File: src/rtl/sstw_pkg.sv
// ----------------------------------------------------------------------------
// sstw_pkg: shared types, constants and font table of the text writer
// Digit position sizing, control/status structs and the segment font lookup.
// ----------------------------------------------------------------------------
package sstw_pkg;

   // default display length and digit position width
   localparam int NUM_DIGITS_DEF = 6;
   localparam int POS_W          = 4;

   localparam logic [7:0] DP_BIT    = 8'h80;
   localparam logic [7:0] DOT_CODE  = 8'h2E;
   localparam logic [7:0] BLANK_SEG = 8'h00;

   // controller to datapath commands
   typedef struct packed {
      logic accept_char;   // take a character beat
      logic flush_emit;    // write pending glyph or blank at current position
      logic clear_state;   // return position and pending register to reset
   } ctl_cmd_type;

   // datapath to controller status
   typedef struct packed {
      logic pos_full;      // every digit written
      logic pos_last;      // current position is the rightmost digit
      logic slot_free;     // output register can take a beat this cycle
   } ctl_stat_type;

   // segment byte for a character, zero when not in the font
   function automatic logic [7:0] glyph(input logic [7:0] code);
      logic [7:0] seg;
      begin
         case (code)
            "0": seg = 8'h7E;  "1": seg = 8'h30;  "2": seg = 8'h6D;
            "3": seg = 8'h79;  "4": seg = 8'h33;  "5": seg = 8'h5B;
            "6": seg = 8'h5F;  "7": seg = 8'h70;  "8": seg = 8'h7F;
            "9": seg = 8'h7B;  "A": seg = 8'h77;  "b": seg = 8'h1F;
            "B": seg = 8'h1F;  "C": seg = 8'h4E;  "c": seg = 8'h0D;
            "d": seg = 8'h3D;  "D": seg = 8'h3D;  "E": seg = 8'h4F;
            "F": seg = 8'h47;  "G": seg = 8'h5E;  "H": seg = 8'h37;
            "h": seg = 8'h17;  "I": seg = 8'h30;  "i": seg = 8'h10;
            "J": seg = 8'h3C;  "K": seg = 8'h37;  "L": seg = 8'h0E;
            "M": seg = 8'h00;  "n": seg = 8'h15;  "O": seg = 8'h7E;
            "o": seg = 8'h1D;  "P": seg = 8'h67;  "Q": seg = 8'h73;
            "q": seg = 8'h73;  "r": seg = 8'h05;  "S": seg = 8'h5B;
            "t": seg = 8'h0F;  "U": seg = 8'h3E;  "u": seg = 8'h1C;
            "V": seg = 8'h3E;  "W": seg = 8'h3E;  "X": seg = 8'h37;
            "Y": seg = 8'h3B;  "y": seg = 8'h3B;  "Z": seg = 8'h6D;
            "z": seg = 8'h6D;  "-": seg = 8'h01;  "_": seg = 8'h08;
            " ": seg = 8'h00;  "=": seg = 8'h09;
            default: seg = BLANK_SEG;
         endcase
         return seg;
      end
   endfunction

endpackage

File: src/rtl/sstw_ctrl.sv
// ----------------------------------------------------------------------------
// sstw_ctrl: sequencing controller of the text writer
// Takes character beats in RUN; FLUSH writes any pending glyph, then blanks.
// ----------------------------------------------------------------------------
module sstw_ctrl
   import sstw_pkg::*;
(
   input  logic         clock,
   input  logic         reset,
   input  logic         req_tvalid,
   input  logic         req_end,
   output logic         req_tready,
   input  ctl_stat_type stat,
   output ctl_cmd_type  cmd
);

   localparam logic ST_RUN   = 1'b0;
   localparam logic ST_FLUSH = 1'b1;

   logic state_ff;
   logic state_in;

   assign req_tready = (state_ff == ST_RUN) && stat.slot_free;

   // next state and commands
   always_comb begin
      state_in        = state_ff;
      cmd.accept_char = 1'b0;
      cmd.flush_emit  = 1'b0;
      cmd.clear_state = 1'b0;
      case (state_ff)
         ST_RUN: begin
            if (req_tvalid && req_tready) begin
               if (req_end) begin
                  state_in = ST_FLUSH;
               end else begin
                  cmd.accept_char = 1'b1;
               end
            end
         end
         ST_FLUSH: begin
            if (stat.pos_full) begin
               // display was already full: nothing left to write
               cmd.clear_state = 1'b1;
               state_in        = ST_RUN;
            end else if (stat.slot_free) begin
               cmd.flush_emit = 1'b1;
               if (stat.pos_last) begin
                  cmd.clear_state = 1'b1;
                  state_in        = ST_RUN;
               end
            end
         end
         default: begin
            state_in = ST_RUN;
         end
      endcase
   end

   always_ff @(posedge clock) begin
      if (reset) begin
         state_ff <= ST_RUN;
      end else begin
         state_ff <= state_in;
      end
   end

endmodule

File: src/rtl/sstw_datapath.sv
// ----------------------------------------------------------------------------
// sstw_datapath: pending character, digit position and output register
// Looks up segments, merges a following dot and drives the result beats.
// ----------------------------------------------------------------------------
module sstw_datapath
   import sstw_pkg::*;
#(
   parameter int NUM_DIGITS = NUM_DIGITS_DEF
)
(
   input  logic         clock,
   input  logic         reset,
   input  logic [7:0]   char_code,
   input  ctl_cmd_type  cmd,
   output ctl_stat_type stat,
   output logic         rsp_tvalid,
   input  logic         rsp_tready,
   output logic [3:0]   reg_addr,
   output logic [7:0]   seg_data,
   output logic         last_write
);

   localparam logic [POS_W-1:0] LAST_POS = POS_W'(NUM_DIGITS - 1);
   localparam logic [POS_W-1:0] FULL_POS = POS_W'(NUM_DIGITS);

   logic [7:0]       pend_char_ff, pend_char_in;
   logic             pend_valid_ff, pend_valid_in;
   logic [POS_W-1:0] pos_ff, pos_in;
   logic             out_valid_ff, out_valid_in;
   logic [3:0]       out_addr_ff, out_addr_in;
   logic [7:0]       out_seg_ff, out_seg_in;
   logic             out_last_ff, out_last_in;
   logic             load;
   logic             is_dot;
   logic [7:0]       pend_seg;

   assign stat.pos_full  = (pos_ff >= FULL_POS);
   assign stat.pos_last  = (pos_ff == LAST_POS);
   assign stat.slot_free = !out_valid_ff || rsp_tready;

   assign is_dot   = (char_code == DOT_CODE);
   assign pend_seg = glyph(pend_char_ff);

   // state update and output load
   always_comb begin
      pend_char_in  = pend_char_ff;
      pend_valid_in = pend_valid_ff;
      pos_in        = pos_ff;
      load          = 1'b0;
      out_seg_in    = out_seg_ff;
      out_addr_in   = 4'(NUM_DIGITS) - 4'(pos_ff);
      out_last_in   = stat.pos_last;

      if (cmd.accept_char) begin
         if (stat.pos_full) begin
            // past the last digit: drop
            pend_valid_in = 1'b0;
         end else if (pend_valid_ff) begin
            load          = 1'b1;
            out_seg_in    = is_dot ? (pend_seg | DP_BIT) : pend_seg;
            pos_in        = pos_ff + 1'b1;
            pend_valid_in = !is_dot && !stat.pos_last;
            pend_char_in  = char_code;
         end else begin
            pend_char_in  = char_code;
            pend_valid_in = 1'b1;
         end
      end

      if (cmd.flush_emit) begin
         load          = 1'b1;
         out_seg_in    = pend_valid_ff ? pend_seg : BLANK_SEG;
         pos_in        = pos_ff + 1'b1;
         pend_valid_in = 1'b0;
      end

      if (cmd.clear_state) begin
         pos_in        = '0;
         pend_valid_in = 1'b0;
         pend_char_in  = 8'h00;
      end

      if (load) begin
         out_valid_in = 1'b1;
      end else if (rsp_tready) begin
         out_valid_in = 1'b0;
      end else begin
         out_valid_in = out_valid_ff;
      end
   end

   // control registers
   always_ff @(posedge clock) begin
      if (reset) begin
         pend_valid_ff <= 1'b0;
         pos_ff        <= '0;
         out_valid_ff  <= 1'b0;
      end else begin
         pend_valid_ff <= pend_valid_in;
         pos_ff        <= pos_in;
         out_valid_ff  <= out_valid_in;
      end
   end

   // payload registers
   always_ff @(posedge clock) begin
      pend_char_ff <= pend_char_in;
      if (load) begin
         out_addr_ff <= out_addr_in;
         out_seg_ff  <= out_seg_in;
         out_last_ff <= out_last_in;
      end
   end

   assign rsp_tvalid = out_valid_ff;
   assign reg_addr   = out_addr_ff;
   assign seg_data   = out_seg_ff;
   assign last_write = out_last_ff;

endmodule

File: src/rtl/seven_segment_text_writer_unit.sv
// ----------------------------------------------------------------------------
// seven_segment_text_writer_unit: text to seven-segment digit writes
// Turns a character stream into digit register writes, merging dots.
// ----------------------------------------------------------------------------
//  channel  | direction | tdata                       | tuser / tlast
//  req_     | in        | [7:0] char_code             | tuser[0] end_of_text
//  rsp_     | out       | [3:0] reg_addr [11:4] seg   | tlast = last_write
//
//  A taken character beat causes at most one write. An end beat starts a
//  fill of one write per cycle, while the output register has room, for
//  every remaining digit, none when the display was already full; no request
//  is taken during the fill. A single output register decouples the sides.
//  Reset is synchronous; it empties the output register and pending char.
// ----------------------------------------------------------------------------
module seven_segment_text_writer_unit
   import sstw_pkg::*;
#(
   parameter int NUM_DIGITS = NUM_DIGITS_DEF
)
(
   input  logic        clock,
   input  logic        reset,
   input  logic        req_tvalid,
   output logic        req_tready,
   input  logic [7:0]  req_tdata,   // [7:0] char_code
   input  logic [0:0]  req_tuser,   // [0] end_of_text
   output logic        rsp_tvalid,
   input  logic        rsp_tready,
   output logic [15:0] rsp_tdata,   // [3:0] reg_addr, [11:4] seg_data, rest 0
   output logic        rsp_tlast
);

   ctl_cmd_type  cmd;
   ctl_stat_type stat;
   logic [3:0]   reg_addr;
   logic [7:0]   seg_data;

   sstw_ctrl u_ctrl (
      .clock      (clock),
      .reset      (reset),
      .req_tvalid (req_tvalid),
      .req_end    (req_tuser[0]),
      .req_tready (req_tready),
      .stat       (stat),
      .cmd        (cmd)
   );

   sstw_datapath #(
      .NUM_DIGITS (NUM_DIGITS)
   ) u_datapath (
      .clock      (clock),
      .reset      (reset),
      .char_code  (req_tdata),
      .cmd        (cmd),
      .stat       (stat),
      .rsp_tvalid (rsp_tvalid),
      .rsp_tready (rsp_tready),
      .reg_addr   (reg_addr),
      .seg_data   (seg_data),
      .last_write (rsp_tlast)
   );

   assign rsp_tdata = {4'h0, seg_data, reg_addr};

   // an end beat always starts a fill during which no request is taken
   a_end_blocks: assert property (@(posedge clock) disable iff (reset)
      req_tvalid && req_tready && req_tuser[0] |=> !req_tready)
      else $error("request taken right after end beat");

   // request is only taken when the output register has room
   a_ready_room: assert property (@(posedge clock) disable iff (reset)
      req_tready |-> (!rsp_tvalid || rsp_tready))
      else $error("request taken with output register blocked");

   // written address stays within the display
   a_addr_range: assert property (@(posedge clock) disable iff (reset)
      rsp_tvalid |-> (rsp_tdata[3:0] >= 4'd1) && (rsp_tdata[3:0] <= 4'(NUM_DIGITS)))
      else $error("digit address out of range");

   // fill state never coexists with a command to take a character
   a_cmd_excl: assert property (@(posedge clock) disable iff (reset)
      cmd.accept_char |-> !cmd.flush_emit && !cmd.clear_state)
      else $error("conflicting datapath commands");

endmodule
File: config.mk
export PLATFORM = sky130hd
export DESIGN_NAME = seven_segment_text_writer_unit
export DESIGN_NICKNAME = d
export VERILOG_FILES = /design/src/rtl/sstw_pkg.sv /design/src/rtl/sstw_ctrl.sv /design/src/rtl/sstw_datapath.sv /design/src/rtl/seven_segment_text_writer_unit.sv
export SDC_FILE = /design/constraint.sdc
export NUM_CORES = 1
export LEC_CHECK = 0
export ABC_AREA = 1
export BUFFER_PORTS_ARGS = -buffer_cell sky130_fd_sc_hd__buf_2
export CAP_MARGIN = 20
export CORE_ASPECT_RATIO = 1.2
export CORE_MARGIN = 1
export CORE_UTILIZATION = 60
export CTS_BUF_LIST = sky130_fd_sc_hd__clkbuf_2
export CTS_CLUSTER_DIAMETER = 150
export DETAILED_ROUTE_END_ITERATION = 6
export PLACE_DENSITY = 0.83
export SYNTH_ARGS = -nofsm -noshare
export SYNTH_HDL_FRONTEND = slang
export SYNTH_SLANG_ARGS = --single-unit
File: constraint.sdc
create_clock -name clock -period 4.8 [get_ports clock]
set_input_delay 0.72 -clock clock [delete_from_list [all_inputs] [get_ports clock]]
set_output_delay 0.72 -clock clock [all_outputs]
set_load 0.02 [all_outputs]
==> impl_metrics.yaml <==
run_status:
  status: "completed"
setup_path:
  cp-end-kind: "flip-flop"
  reg2reg_from: "u_datapath.pos_ff[0]"
  arrival_ns: 3.42
  r2r_slack_ns: 1.69
  cpPeakStageDelay_ns: 0.47
  worst_path_max_delay_cell: "dfxtp_1"
  critPathLaunchType: "flip-flop"
  worstSetupPathType: "flip-flop to flip-flop"
  crit_chain: "inv_1 -> ha_1 -> nand2_1 -> nand3_4 -> o21ai_4 -> nand3_1 -> inv_1 -> ha_1 -> inv_1 -> nand3_1 -> nand2_1 -> o21ai_0 -> nand2_1 -> nand2_1 -> nand3_1"
  crit_family: "simple AND/OR/NAND/NOR gates"
  required_ns: 5.11
  reg2regPathDepth: 15
  crit_path_max_fanout: 14
  cp_num_buf_inv: 3
  crit_top_cell: "nand2_1"
die:
  die_w_um: 59.6
  initial_core_util_pct: 64.2
  die_area_um2: 4240
  core_area_um2: 3720
  std_cell_rows: 24
  die_y_um: 71.2
  ioPinCount: 32
sta:
  fin_crit_ns: 3.11
  finalCritPeriodShare_pct: 64.7
  hold_ws_ns: 0.493
  rsz0062_at_grt: "false"
  fin_setup_tns_ns: 0
  clock_skew_ns: 0.0235
  setup_viol: 0
  slew_violations: 0
  max_freq_ghz: 0.322
  slew_headroom_pct: 58.4
  worstMarginPinSlew_ns: 0.623
  finalHoldViolCount: 0
logic_synthesis:
  synth_ff_type: "dfxtp_1"
  ys_warn_count: 0
  synthArstFlopShare_pct: 0
  synth_cell_types: 39
  yosysSeqAreaShare_pct: 34.7
  synth-edff-count: 13
  synth_area_um2: 2390
  syn_inst: 336
  syn_avg_cell_area_um2: 7.12
  synth-seq-cells: 35
clock_network:
  postCtsHoldBufs: 0
  cts_resized: 0
  insertion_delay_ns: 0.40
  cts_buffers: 5
  cts.reportedPaths.clkPinSlew_ns: 0.21
  post_cts_buffers: 0
  htreeDepth: 2
  cts_tree: "done"
  clockRootBuffer: "clkbuf_2"
  clkSinkCount: 35
  clockBufferDepth: 2
cells_and_area:
  n_antenna_cell: 0
  num-fill-cells: 341
  seq_area_um2: 831
  synthToLayoutAreaGrowth_pct: 7.90
  final_cells: 414
  mostFrequentLayoutCells: "89 x nand2_1, 50 x nand3_1, 44 x inv_1"
  layout-drive-gt1-share_pct: 14.9
  multi_input_area_um2: 1310
  final_common_cell: "nand2_1"
  nets: 387
  final_area_um2: 2580
hold_path:
  whs_path_depth: 2
  hold_path_class: "flip-flop to flip-flop"
  hold_path_end: "u_datapath.pend_char_ff[7]"
  hp-start: "u_datapath.pend_char_ff[7]"
routing:
  vias: 2278
  wl_um: 5240
  drc: 0
  drt-pass1-iter-count: 5
  wl_per_cell_um: 12.7
  via_per_inst: 5.50
  drt_iter0_drc: 143
  ant_nets: 0
placement:
  dp_hpwl_um: 3970
  placed_area_um2: 2510
  dp.cells: 406
  io_buffers: 27
  gp_congestion: 0.986
run:
  cap_violations: 0
global_routing:
  grt_pass1_vias: 2066
  grt_pass1_wl_um: 8800
  antenna_found_initial: 0
  overflow: 0
  grtUsageTotal_pct: 27.1
  grt_max_degree: 27
power:
  powerDensity_nw_per_um2: 393
  p_leak_nw: 1.31
  ir_worst_vdd_uv: 200
## worst register-to-register path, stage by stage, from the launching register on
cell,delay [ns]
dfxtp_1,0.47
inv_1,0.10
ha_1,0.20
nand2_1,0.11
nand3_4,0.15
o21ai_4,0.42
nand3_1,0.36
inv_1,0.26
ha_1,0.24
inv_1,0.09
nand3_1,0.16
nand2_1,0.06
o21ai_0,0.21
nand2_1,0.08
nand2_1,0.07
nand3_1,0.08
## report_power, final
group / switching (mW) / internal (mW) / leakage [nW]
clock: 0.104 / 0.0883 / 0.0429
combinational: 0.302 / 0.137 / 0.963
sequential: 0.0174 / 0.366 / 0.304
total: 0.424 / 0.591 / 1.31
## layer usage
layer  vias up  share of wire, %  track usage, %
met5         -                 0               0
met4         0               5.3            18.9
met3        27               7.2            5.85
met2       122                48            43.6
met1      1008                39            31.3
li1       1121                 -               -
## layout make-up
class                           instances  share of cell area [%]
Sequential cell                        35                    32.2
Timing Repair Buffer                   27                    5.24
Multi-Input combinational cell        245                    50.6
Tap cell                               52                    2.52
Clock buffer                            5                   0.969
Clock inverter                          3                    1.70
Inverter                               47                    6.83
## synthesized netlist by cell type, drive strengths merged (2+ instances only)
cell type / n / area share, %
o21ai: 17 / 5.1
edfxtp: 13 / 16
or2: 2 / 0.52
a21oi: 7 / 1.5
buf: 11 / 3.7
nor2: 40 / 7.8
nor3: 4 / 0.84
inv: 47 / 7.4
ha: 13 / 6.8
nand3: 54 / 12
nand2: 91 / 15
dfxtp: 22 / 18
a211oi: 3 / 0.94
## worst max-delay path by stage
stage	end	depth (start not counted)	startpoint	slack, ns
after floorplan	flip-flop	16	rsp_tready	2.26
after global placement	flip-flop	16	rsp_tready	1.65
after detailed placement	flip-flop	16	rsp_tready	1.62
after CTS	flip-flop	15	u_datapath.pos_ff[0]	1.72
after global routing	flip-flop	15	u_datapath.pos_ff[0]	1.41
final	flip-flop	15	u_datapath.pos_ff[0]	1.69
## cells by family after synthesis
family / synth area share [%]
and+or+nand+nor: 37.9
DFF: 34.7
xor gates and xnor gates: 0.366
AOI/OAI and AO/OA: 8.84
buffers and inverters: 11.2
adders and majority gates: 6.80
other: 0.157
## stage by stage
step	worst slack [ns]	utilization [%]	power, mW
3_5_place_dp	1.62	67.5	0.819
6_report	1.69	69.3	1.01
3_3_place_gp	1.65	67.5	0.818
2_1_floorplan	2.26	-	0.734
5_1_grt	1.41	69.3	1.09
4_1_cts	1.72	69.3	1.01
No activity file was read; power rests on OpenSTA's default activity.
